**src/hdl/mmc_pkg.sv**
```systemverilog
// Shared types and constants for the magnetometer min/max calibration core.
package mmc_pkg;

  localparam int unsigned NUM_AXES  = 3;
  localparam int unsigned RAW_W     = 16;
  localparam int unsigned CAL_W     = 20;
  localparam int unsigned SPAN_W    = 16;  // max - min always fits unsigned 16 bits
  localparam int unsigned SUM_W     = 18;  // sum of three spans
  localparam int unsigned NUM_W     = 18;  // 2*raw - (min+max), signed
  localparam int unsigned DVSR_W    = 19;  // 6*span
  localparam int unsigned PROD_W    = SPAN_W + SUM_W;
  localparam int unsigned FRAC_BITS = 4;
  localparam int unsigned DVD_W     = PROD_W + FRAC_BITS;
  localparam int unsigned QUO_W     = CAL_W - 1;  // quotient magnitude bits
  localparam int unsigned DIV_STEPS = DVD_W;
  localparam int unsigned CNT_W     = $clog2(DIV_STEPS);
  localparam int unsigned AX_W      = $clog2(NUM_AXES);

  localparam logic signed [RAW_W-1:0] AXIS_MAX_RST = 16'sh8000;
  localparam logic signed [RAW_W-1:0] AXIS_MIN_RST = 16'sh7fff;

  typedef struct packed {
    logic signed [RAW_W-1:0] raw_x;
    logic signed [RAW_W-1:0] raw_y;
    logic signed [RAW_W-1:0] raw_z;
  } sample_t;

  typedef struct packed {
    logic signed [CAL_W-1:0] cal_x;
    logic signed [CAL_W-1:0] cal_y;
    logic signed [CAL_W-1:0] cal_z;
    logic                    recalibrated;
    logic                    degenerate;
  } result_t;

  typedef enum logic [2:0] {
    ST_IDLE,
    ST_UPDATE,
    ST_SUM,
    ST_PREP,
    ST_MUL,
    ST_DIV,
    ST_STORE,
    ST_DONE
  } state_e;

  // Datapath strobes decoded from the sequencer state
  typedef struct packed {
    logic capture;
    logic update;
    logic sum;
    logic prep;
    logic mul;
    logic div;
    logic store;
    logic load_out;
  } ctl_t;

endpackage

```
**src/hdl/mmc_in_if.sv**
```systemverilog
// Sample channel: valid/ready handshake with a three-axis raw sample payload.
interface mmc_in_if import mmc_pkg::*; ();
  logic    valid;
  logic    ready;
  sample_t data;

  modport source (output valid, output data, input ready);
  modport sink   (input valid, input data, output ready);
endinterface

```
**src/hdl/mmc_out_if.sv**
```systemverilog
// Result channel: valid/ready handshake with the calibrated three-axis result.
interface mmc_out_if import mmc_pkg::*; ();
  logic    valid;
  logic    ready;
  result_t data;

  modport source (output valid, output data, input ready);
  modport sink   (input valid, input data, output ready);
endinterface

```
**src/hdl/magnetometer_minmax_calibration_core.sv**
```systemverilog
// An axis with zero span skips the multiply and divide, stores zero and marks the result degenerate.
// A new sample is taken only when idle.
// The division is done by one restoring divider, 38 steps per axis, shared by all three axes.
// A finished result waits in an output register, so the next sample can start meanwhile.
// Reset: per-axis max goes to -32768, min to 32767, sequencer idle, no result pending.
module magnetometer_minmax_calibration_core import mmc_pkg::*; (
  input logic        clk_i,
  input logic        rst_ni,
  mmc_in_if.sink     in_i,
  mmc_out_if.source  out_o
);

  // Sequencer and control
  state_e              state_q, state_d;
  ctl_t                ctl;
  logic [AX_W-1:0]     ax_q;
  logic [CNT_W-1:0]    cnt_q;
  logic                last_ax;

  // Per-axis storage
  logic signed [RAW_W-1:0] raw_q [NUM_AXES];
  logic signed [RAW_W-1:0] max_q [NUM_AXES];
  logic signed [RAW_W-1:0] min_q [NUM_AXES];
  logic signed [CAL_W-1:0] cal_q [NUM_AXES];
  logic [NUM_AXES-1:0]     upd_hi, upd_lo;
  logic                    recal_q, degen_q;

  // Shared arithmetic registers
  logic [SUM_W-1:0]        sum_q;
  logic [SPAN_W-1:0]       mag_q;
  logic                    neg_q;
  logic [DVSR_W-1:0]       dvsr_q;
  logic [DVD_W-1:0]        quo_q;
  logic [DVSR_W-1:0]       rem_q;

  // Output register
  logic                    out_valid_q;
  result_t                 out_q;

  // Current-axis combinational terms
  logic signed [RAW_W:0]   span_full;
  logic [SPAN_W-1:0]       span_cur;
  logic                    span_zero;
  logic signed [NUM_W-1:0] num_cur;
  logic [NUM_W-1:0]        num_abs;
  logic [SPAN_W-1:0]       spans [NUM_AXES];
  logic [PROD_W-1:0]       prod;
  logic [DVSR_W:0]         rem_sh;
  logic                    div_ge;
  logic [DVSR_W:0]         rem_sub;
  logic [CAL_W-1:0]        quo_mag;

  assign last_ax = (ax_q == AX_W'(NUM_AXES - 1));

  // Span and centered numerator of the axis being worked on
  always_comb begin
    span_full = (RAW_W+1)'(max_q[ax_q]) - (RAW_W+1)'(min_q[ax_q]);
    span_cur  = span_full[SPAN_W-1:0];
    span_zero = (span_cur == '0);
    num_cur   = $signed({raw_q[ax_q][RAW_W-1], raw_q[ax_q], 1'b0})
              - (NUM_W'(min_q[ax_q]) + NUM_W'(max_q[ax_q]));
    num_abs   = num_cur[NUM_W-1] ? NUM_W'(-num_cur) : NUM_W'(num_cur);
  end

  // Span of every axis, used for the sum
  always_comb begin
    for (int a = 0; a < NUM_AXES; a++) begin
      spans[a] = SPAN_W'((RAW_W+1)'(max_q[a]) - (RAW_W+1)'(min_q[a]));
    end
  end

  // Range compare lanes
  always_comb begin
    for (int a = 0; a < NUM_AXES; a++) begin
      upd_hi[a] = (raw_q[a] > max_q[a]);
      upd_lo[a] = (raw_q[a] < min_q[a]);
    end
  end

  // Divider step and multiplier
  assign prod    = PROD_W'(mag_q) * PROD_W'(sum_q);
  assign rem_sh  = {rem_q, quo_q[DVD_W-1]};
  assign div_ge  = (rem_sh >= {1'b0, dvsr_q});
  assign rem_sub = rem_sh - {1'b0, dvsr_q};
  assign quo_mag = {1'b0, quo_q[QUO_W-1:0]};

  // Next-state logic
  always_comb begin
    state_d = state_q;
    unique case (state_q)
      ST_IDLE:   if (in_i.valid) state_d = ST_UPDATE;
      ST_UPDATE: state_d = ST_SUM;
      ST_SUM:    state_d = ST_PREP;
      ST_PREP: begin
        if (!span_zero)   state_d = ST_MUL;
        else if (last_ax) state_d = ST_DONE;
        else              state_d = ST_PREP;
      end
      ST_MUL:    state_d = ST_DIV;
      ST_DIV:    if (cnt_q == CNT_W'(DIV_STEPS - 1)) state_d = ST_STORE;
      ST_STORE:  state_d = last_ax ? ST_DONE : ST_PREP;
      ST_DONE:   if (!out_valid_q || out_o.ready) state_d = ST_IDLE;
      default:   state_d = ST_IDLE;
    endcase
  end

  // Output decode
  always_comb begin
    ctl        = '0;
    in_i.ready = 1'b0;
    unique case (state_q)
      ST_IDLE: begin
        in_i.ready  = 1'b1;
        ctl.capture = in_i.valid;
      end
      ST_UPDATE: ctl.update   = 1'b1;
      ST_SUM:    ctl.sum      = 1'b1;
      ST_PREP:   ctl.prep     = 1'b1;
      ST_MUL:    ctl.mul      = 1'b1;
      ST_DIV:    ctl.div      = 1'b1;
      ST_STORE:  ctl.store    = 1'b1;
      ST_DONE:   ctl.load_out = !out_valid_q || out_o.ready;
      default:   ctl          = '0;
    endcase
  end

  // Sequencer, counters and min/max tables
  always_ff @(posedge clk_i or negedge rst_ni) begin
    if (!rst_ni) begin
      state_q <= ST_IDLE;
      ax_q    <= '0;
      cnt_q   <= '0;
      for (int a = 0; a < NUM_AXES; a++) begin
        max_q[a] <= AXIS_MAX_RST;
        min_q[a] <= AXIS_MIN_RST;
      end
    end else begin
      state_q <= state_d;
      if (ctl.capture) ax_q <= '0;
      if ((ctl.prep && span_zero && !last_ax) || (ctl.store && !last_ax)) begin
        ax_q <= ax_q + AX_W'(1);
      end
      if (ctl.mul) cnt_q <= '0;
      if (ctl.div) cnt_q <= cnt_q + CNT_W'(1);
      if (ctl.update) begin
        for (int a = 0; a < NUM_AXES; a++) begin
          if (upd_hi[a]) max_q[a] <= raw_q[a];
          if (upd_lo[a]) min_q[a] <= raw_q[a];
        end
      end
    end
  end

  // Datapath registers
  always_ff @(posedge clk_i) begin
    if (ctl.capture) begin
      raw_q[0] <= in_i.data.raw_x;
      raw_q[1] <= in_i.data.raw_y;
      raw_q[2] <= in_i.data.raw_z;
      degen_q  <= 1'b0;
    end
    if (ctl.update) recal_q <= |{upd_hi, upd_lo};
    if (ctl.sum) begin
      sum_q <= SUM_W'(spans[0]) + SUM_W'(spans[1]) + SUM_W'(spans[2]);
    end
    if (ctl.prep) begin
      mag_q  <= num_abs[SPAN_W-1:0];
      neg_q  <= num_cur[NUM_W-1];
      dvsr_q <= (DVSR_W'(span_cur) << 2) + (DVSR_W'(span_cur) << 1);
      if (span_zero) begin
        cal_q[ax_q] <= '0;
        degen_q     <= 1'b1;
      end
    end
    if (ctl.mul) begin
      quo_q <= {prod, FRAC_BITS'(0)};
      rem_q <= '0;
    end
    if (ctl.div) begin
      quo_q <= {quo_q[DVD_W-2:0], div_ge};
      rem_q <= div_ge ? rem_sub[DVSR_W-1:0] : rem_sh[DVSR_W-1:0];
    end
    if (ctl.store) begin
      cal_q[ax_q] <= neg_q ? $signed(-quo_mag) : $signed(quo_mag);
    end
  end

  // Result register
  always_ff @(posedge clk_i or negedge rst_ni) begin
    if (!rst_ni) begin
      out_valid_q <= 1'b0;
    end else if (ctl.load_out) begin
      out_valid_q <= 1'b1;
    end else if (out_o.ready) begin
      out_valid_q <= 1'b0;
    end
  end

  always_ff @(posedge clk_i) begin
    if (ctl.load_out) begin
      out_q.cal_x        <= cal_q[0];
      out_q.cal_y        <= cal_q[1];
      out_q.cal_z        <= cal_q[2];
      out_q.recalibrated <= recal_q;
      out_q.degenerate   <= degen_q;
    end
  end

  assign out_o.valid = out_valid_q;
  assign out_o.data  = out_q;

  // Once past the update, every stored sample lies inside its axis range
  assert property (@(posedge clk_i) disable iff (!rst_ni)
    (state_q == ST_PREP || state_q == ST_MUL || state_q == ST_DIV || state_q == ST_STORE)
      |-> (raw_q[0] <= max_q[0] && raw_q[0] >= min_q[0] &&
           raw_q[1] <= max_q[1] && raw_q[1] >= min_q[1] &&
           raw_q[2] <= max_q[2] && raw_q[2] >= min_q[2]))
    else $error("sample outside its min/max range after update");

  // Partial remainder stays below the divisor
  assert property (@(posedge clk_i) disable iff (!rst_ni)
    (state_q == ST_DIV) |-> (rem_q < dvsr_q))
    else $error("divider remainder not below divisor");

  // Quotient magnitude fits the result width
  assert property (@(posedge clk_i) disable iff (!rst_ni)
    (state_q == ST_STORE) |-> (quo_q[DVD_W-1:QUO_W] == '0))
    else $error("quotient overflows result width");

  // A result only appears at the end of a sample's work
  assert property (@(posedge clk_i) disable iff (!rst_ni)
    $rose(out_valid_q) |-> $past(state_q == ST_DONE))
    else $error("result valid raised outside the done step");

endmodule
```
**src/flat_wrapper.sv**
```systemverilog
// flat-port wrapper written by rule: the top's interface ports become plain ports
module magnetometer_minmax_calibration_core_flat import mmc_pkg::*;
  (clk_i, rst_ni, in_i_valid, in_i_data, in_i_ready, out_o_valid, out_o_data, out_o_ready);
  mmc_in_if in_i_i ();
  mmc_out_if out_o_i ();
  input logic clk_i;
  input logic rst_ni;
  input wire logic [$bits(in_i_i.valid)-1:0] in_i_valid;
  input wire logic [$bits(in_i_i.data)-1:0] in_i_data;
  output wire logic [$bits(in_i_i.ready)-1:0] in_i_ready;
  output wire logic [$bits(out_o_i.valid)-1:0] out_o_valid;
  output wire logic [$bits(out_o_i.data)-1:0] out_o_data;
  input wire logic [$bits(out_o_i.ready)-1:0] out_o_ready;
  assign in_i_i.valid = in_i_valid;
  assign in_i_i.data = in_i_data;
  assign in_i_ready = in_i_i.ready;
  assign out_o_valid = out_o_i.valid;
  assign out_o_data = out_o_i.data;
  assign out_o_i.ready = out_o_ready;
  magnetometer_minmax_calibration_core u_core (.clk_i(clk_i), .rst_ni(rst_ni), .in_i(in_i_i), .out_o(out_o_i));
endmodule
```
**config.mk**
```make
export PLATFORM = sky130hd
export DESIGN_NAME = magnetometer_minmax_calibration_core_flat
export DESIGN_NICKNAME = d
export VERILOG_FILES = /design/src/hdl/mmc_pkg.sv /design/src/hdl/mmc_in_if.sv /design/src/hdl/mmc_out_if.sv /design/src/hdl/magnetometer_minmax_calibration_core.sv /design/src/flat_wrapper.sv
export SDC_FILE = /design/constraint.sdc
export NUM_CORES = 2
export LEC_CHECK = 0
export ABC_CLOCK_PERIOD_IN_PS = 12100
export BUFFER_PORTS_ARGS = -buffer_cell sky130_fd_sc_hd__buf_2
export CAP_MARGIN = 20
export CORE_MARGIN = 1.5
export CORE_UTILIZATION = 27
export DETAILED_ROUTE_END_ITERATION = 12
export HOLD_SLACK_MARGIN = 0.15
export PLACE_DENSITY = 0.52
export SYNTH_ARGS = -nofsm -noshare
export SYNTH_HDL_FRONTEND = slang
export SYNTH_SLANG_ARGS = --single-unit
```
**constraint.sdc**
```tcl
create_clock -name clk_i -period 12.1 [get_ports clk_i]
set_clock_uncertainty 0.1 [all_clocks]
set_input_delay 1.21 -clock clk_i [delete_from_list [all_inputs] [get_ports clk_i]]
set_output_delay 1.21 -clock clk_i [all_outputs]
set_load 0.01 [all_outputs]
```
**Word level (Yosys, flattened, before mapping)**

Memory sizes are Yosys's and may differ from the RTL's. A register that Yosys moved wholly into a read port is not among the register bits.
Index checks and enable logic that the tools add are counted.

- Flip-flop bits (word level): 223
- Bits in writable memories: 108
- Input port bits: 52
- Output and inout port bits: 64
- Memories: 2

- Add/subtract/negate cells: 14
- Multipliers: 1
- Order comparisons: 8
- Eq/ne operators: 12
- Multiplexer cells: 45
- Bitwise operators: 2
- Reductions and logical operators: 20

Memories:

| memory | words | width | read ports | clocked after memory_dff | write ports | RTL line | RTL |
|---|---|---|---|---|---|---|---|
| u_core.cal_q | 3 | 20 | 3 | 3 | 1 | magnetometer_minmax_calibration_core.sv:24 | `logic signed [CAL_W-1:0] cal_q [NUM_AXES];` |
| u_core.raw_q | 3 | 16 | 4 | 0 | 3 | magnetometer_minmax_calibration_core.sv:21 | `logic signed [RAW_W-1:0] raw_q [NUM_AXES];` |

Operators with widths:

| kind | number |
|---|---|
| 16-bit two-way mux | 5 |
| 38-bit two-way mux | 2 |
| 16-bit binary-select mux with 2-bit select | 2 |
| 16-bit subtractor | 4 |
| 19-bit two-way mux | 3 |
| 16-bit greater-than comparator | 3 |
| 16-bit < comparator | 3 |
| 20-bit two-way mux | 2 |
| 16-bit by 16-bit adder with 17-bit output | 2 |
| 16-bit by 18-bit multiplier with 34-bit output | 1 |
| 3-bit one-hot mux with 8 select lines | 1 |
| 1-bit two-way mux | 21 |
| 20-bit by 19-bit greater-or-equal comparator with 1-bit output | 1 |
| 19-bit negation with 20-bit output | 1 |
| 18-bit by 17-bit adder with 19-bit output | 1 |
| 19-bit subtractor | 1 |
| 18-bit by 16-bit adder with 18-bit output | 1 |
| 17-bit by 17-bit subtractor with 18-bit output | 1 |
| 16-bit logical NOT | 1 |
| 16-bit negation | 1 |
| 3-bit two-way mux | 5 |
| 3-bit equality test (second input constant) | 4 |
| 6-bit two-way mux | 2 |
| 2-bit AND reduction | 6 |
| 19 further kinds | 28 |

**Depth between registers and ports, before layout**

- Depth in word-level cells: 10
- Depth in mapped cells: 26
- Depth with buffers taken out: 26

**Worst setup path before layout**

OpenSTA, ideal clock, no wires.

- Path kind: register to register
- From: register u_core.mag_q[9]
- To: register u_core.quo_q[35], data pin
- Arrival time: 6.159 ns
- Required time: 11.740 ns
- Setup slack: 5.582 ns
- Cell stages (with the launch flop): 25
- Path through: edfxtp_1 -> clkbuf_1 -> clkbuf_1 -> nand2_1 -> fa_1 -> inv_1 -> fa_1 -> inv_1 -> fa_1 -> inv_1 -> fa_1 -> fa_1 -> inv_1 -> fa_1 -> inv_1 -> ha_1 -> a21oi_1 -> a21boi_0 -> or3_1 -> o21ai_0 -> o211ai_1 -> a21o_1 -> a21oi_1 -> xnor2_1 -> mux2_2

- Word-level cells in the longest chain between the ends: 3

Ends and longest elaborated chain:

| what | RTL line | RTL |
|---|---|---|
| start: declaration | magnetometer_minmax_calibration_core.sv:30 | `logic [SPAN_W-1:0] mag_q;` |
| start signal: assignment | magnetometer_minmax_calibration_core.sv:167 | `mag_q <= num_abs[SPAN_W-1:0];` |
| 16-bit by 18-bit multiplier with 34-bit output | magnetometer_minmax_calibration_core.sv:81 | `assign prod = PROD_W'(mag_q) * PROD_W'(sum_q);` |
| 38-bit two-way mux | magnetometer_minmax_calibration_core.sv:175 | `if (ctl.mul) begin` |
| 38-bit two-way mux | magnetometer_minmax_calibration_core.sv:179 | `if (ctl.div) begin` |
| end signal: assignment | magnetometer_minmax_calibration_core.sv:176 | `quo_q <= {prod, FRAC_BITS'(0)};` |
| end signal: assignment | magnetometer_minmax_calibration_core.sv:180 | `quo_q <= {quo_q[DVD_W-2:0], div_ge};` |
| end: declaration | magnetometer_minmax_calibration_core.sv:33 | `logic [DVD_W-1:0] quo_q;` |

No other way between the ends. The select of a mux whose other input is x is not followed.
A chain may end at the register's enable or synchronous reset.

**Worst setup path in the final report**

- From: register u_core.sum_q[4]
- To: register u_core.quo_q[35], data pin

- Word-level cells in the longest chain between the ends: 3

Ends and longest elaborated chain:

| what | RTL line | RTL |
|---|---|---|
| start: declaration | magnetometer_minmax_calibration_core.sv:29 | `logic [SUM_W-1:0] sum_q;` |
| start signal: assignment | magnetometer_minmax_calibration_core.sv:164 | `sum_q <= SUM_W'(spans[0]) + SUM_W'(spans[1]) + SUM_W'(spans[2]);` |
| 16-bit by 18-bit multiplier with 34-bit output | magnetometer_minmax_calibration_core.sv:81 |  |
| 38-bit two-way mux | magnetometer_minmax_calibration_core.sv:175 |  |
| 38-bit two-way mux | magnetometer_minmax_calibration_core.sv:179 |  |

No other way between the ends. The select of a mux whose other input is x is not followed.

==> impl_metrics.json <==
{
  "status": "finished, violations left",
  "violations": "DRC",
  "layout-drive-gt1-share_pct": 11.5,
  "endpoint": "u_core.quo_q[35]",
  "crit-reg2reg-capture": "u_core.quo_q[35]",
  "drcViolationCount": 11,
  "synth_ff_type": "edfxtp_1",
  "n_antenna_cell": 0,
  "fin_crit_sh_pct": 60.8,
  "crit_arrival_ns": 7.63,
  "rsz0062_at_grt": "no",
  "synth_top_cell_by_area": "edfxtp_1",
  "worst_ep_required_time_ns": 12.37,
  "rrSetupSlack_ns": 4.74,
  "place_congestion": 0.867,
  "synth_top_family_by_area": "adder cells",
  "syn_area_um2": 33800,
  "postCtsSetupRepairBufs": 0,
  "rows": 129,
  "grt_pass1_wl_um": 137000,
  "clk_pin_slew_ns": 0.09,
  "maxCapViolCount": 0,
  "initial_core_util_pct": 27.3,
  "synthMuxAreaShare_pct": 4.84,
  "synth-xor-area-share_pct": 4.30,
  "ant_nets": 0,
  "cts_sinks": 389,
  "tritoncts": "yes",
  "place_hpwl_um": 70600,
  "port-buffer-count": 115,
  "ys_seq_area_share_pct": 33.1,
  "synth-edff-count": 280,
  "synth-simple-area-share_pct": 12.6,
  "cts_root_buf": "clkbuf_16",
  "htreeDepth": 2,
  "finalSetupTns_ns": 0,
  "yosys.area_share.adder_pct": 28.3,
  "critPathLaunch": "u_core.sum_q[4]",
  "clock_latency_ns": 0.62,
  "ys_top_cells_by_area": "edfxtp_1 25%, fa_1 15%, ha_1 14%, inv_1 5.4%, dfrtp_1 4.4%",
  "min_period_ns": 7.36,
  "crit_path_end_kind": "register",
  "synth_warnings": 0,
  "clk_path_buf_depth": 3,
  "critical_path_class": "reg2reg",
  "grt_max_degree": 72,
  "synth_most_common_cell": "inv_1",
  "synthCells": 3328,
  "die_area_um2": 127000,
  "synth_area_per_cell_um2": 10.2,
  "synth_compound_area_share_pct": 10.5,
  "r2r_start": "u_core.sum_q[4]",
  "synth_common_cells": "483 x inv_1, 373 x ha_1, 301 x nand2_1, 280 x edfxtp_1, 246 x fa_1",
  "hold_buffers": 0,
  "area_growth_pct": 12.4,
  "vias": 23723,
  "grt_pass1_vias": 23881,
  "avgViaCountPerCell": 4.64,
  "placed_cells": 5019,
  "antenna_found_initial": 1,
  "io_pins": 116,
  "gr-total-overflow": 0,
  "cts-buffers-inserted": 47,
  "cts_resized": 0,
  "synth_top_area_share_pct": 24.8,
  "track_usage_pct": 13.8,
  "fp.dieW_um": 357,
  "fmax_mhz": 136,
  "final_cell_count_no_fill": 5108,
  "drtIter0Drc": 1309,
  "critPathLaunchType": "register",
  "setup_viol": 0,
  "wirelength_um": 88400,
  "layout.nets": 4104,
  "ys_async_sr_fraction_pct": 27.8,
  "syn_nets": 3999,
  "hold_violations": 0,
  "wire_per_inst_um": 17.3,
  "core_area_um2": 124000,
  "cp_max_fo": 16,
  "rr_worst_depth": 21,
  "drt_pass1_iterations": 9,
  "synth.distinct_cells": 76,
  "ys_ff_latch": 389,
  "tightest_slew_ns": 1.07,
  "drv_slew": 0,
  "max-slew-margin-rel_pct": 28.0,
  "hold_path_class": "reg2reg",
  "die_y_um": 357
}
[cell families after synthesis]
group                    count (synthesis)
multiplexers                           152
AND/OR/NAND/NOR                        882
flip-flops                             389
adder cells (fa/ha/maj)                619
XOR/XNOR                               166
buffers and inverters                  570
AO/OA/AOI/OAI                          550
[per-layer routing]
| metal | global-route usage [%] | share of wire, % | up-vias |
|---|---|---|---|
| met1 | 18.4 | 46 | 11676 |
| met2 | 23.4 | 48 | 443 |
| met5 | 0 | 0 | - |
| met3 | 1.76 | 4.0 | 110 |
| met4 | 3.92 | 2.6 | 0 |
| li1 | - | - | 11494 |
[worst min path at each step]
stage	from	to	slack, ns	cells past startpoint
6_report	u_core.cal_q[1][17]	out_o_data[39]	0.31	0
5_1_grt	u_core.cal_q[0][7]	out_o_data[49]	0.30	0
4_1_cts	u_core.cal_q[0][7]	out_o_data[49]	0.30	0
3_5_place_dp	u_core.cal_q[1][8]	out_o_data[30]	0.30	0
3_3_place_gp	u_core.cal_q[1][12]	out_o_data[34]	0.30	0
2_1_floorplan	u_core.cal_q[2][8]	out_o_data[10]	0.30	0
[layout make-up]
cell class / instances / area (um2)
clock buffer: 52 / 1230
clock inverter: 35 / 425
fill: 12950 / 85900
inverter: 483 / 1810
multi-input combinational: 2369 / 20500
sequential: 389 / 11200
tap: 1637 / 2050
timing repair buffer: 143 / 808
[state kept, by name (all words and copies together) (netlist names), 2 cells and up]
signal,flops
u_core.cal_q,60
u_core.out_o.data,2
u_core.mag_q,15
u_core.rem_q,19
u_core.quo_q,38
out_o_data,60
u_core.ax_q,2
u_core.sum_q,18
u_core.dvsr_q,18
u_core.cnt_q,6
u_core.state_q,3
u_core.min_q,48
u_core.raw_q,48
u_core.max_q,48
[cell usage in the layout (no fill, tap or decap), types with 7 or more instances in the layout]
cell | netlist | final
clkinv_1 | 0 | 7
a211oi_1 | 11 | 11
a2111oi_0 | 7 | 7
and2_1 | 141 | 141
o211ai_1 | 15 | 15
o41ai_1 | 11 | 11
nor3_1 | 51 | 51
nand2b_1 | 25 | 25
buf_4 | 1 | 28
nand4_1 | 24 | 24
a21oi_1 | 166 | 165
dfrtp_1 | 60 | 58
or2_2 | 9 | 9
dfstp_2 | 48 | 48
a21o_1 | 77 | 77
nor2b_1 | 27 | 27
nor2_1 | 175 | 172
a21boi_0 | 11 | 11
xnor2_1 | 101 | 101
nor4_1 | 16 | 16
o21bai_1 | 18 | 18
mux2_2 | 94 | 94
o31ai_1 | 19 | 19
nor3b_1 | 9 | 8
clkbuf_16 | 0 | 48
a31oi_1 | 13 | 13
fa_1 | 246 | 246
or3_1 | 21 | 21
buf_2 | 7 | 114
mux2i_1 | 58 | 58
nand3_1 | 46 | 46
o21ai_0 | 117 | 117
o21a_1 | 28 | 28
edfxtp_1 | 280 | 280
nand2_1 | 301 | 300
xor2_1 | 65 | 65
and3_1 | 12 | 12
ha_1 | 373 | 373
inv_1 | 483 | 481
[worst max-delay path, cell delays in order (launching register included)]
cell	delay (ns)
edfxtp_1	0.65
and2_1	0.30
fa_1	0.53
inv_1	0.05
fa_1	0.49
fa_1	0.51
inv_1	0.04
ha_1	0.31
fa_1	0.53
inv_1	0.05
fa_1	0.55
inv_1	0.05
ha_1	0.35
a2111oi_0	0.47
o21ai_0	0.23
nor3b_1	0.22
o21ai_0	0.68
o211ai_1	0.28
a21o_1	0.21
a21oi_1	0.17
xnor2_1	0.08
mux2_2	0.25
[metrics by stage]
stage | area (um2) | hold slack (ns) | setup WS, ns | util (%)
after floorplan | 33800 | 0.300 | 5.58 | -
after global placement | 36400 | 0.302 | 4.74 | 29.3
after detailed placement | 36400 | 0.305 | 4.69 | 29.3
after CTS | 38000 | 0.302 | 4.67 | 30.7
after global routing | 38100 | 0.300 | 4.28 | 30.7
final | 38100 | 0.308 | 4.74 | 30.7
Power is left out: the tool's default activity adds up to more than one toggle a clock period on the data nets, which glitch-free logic cannot reach.
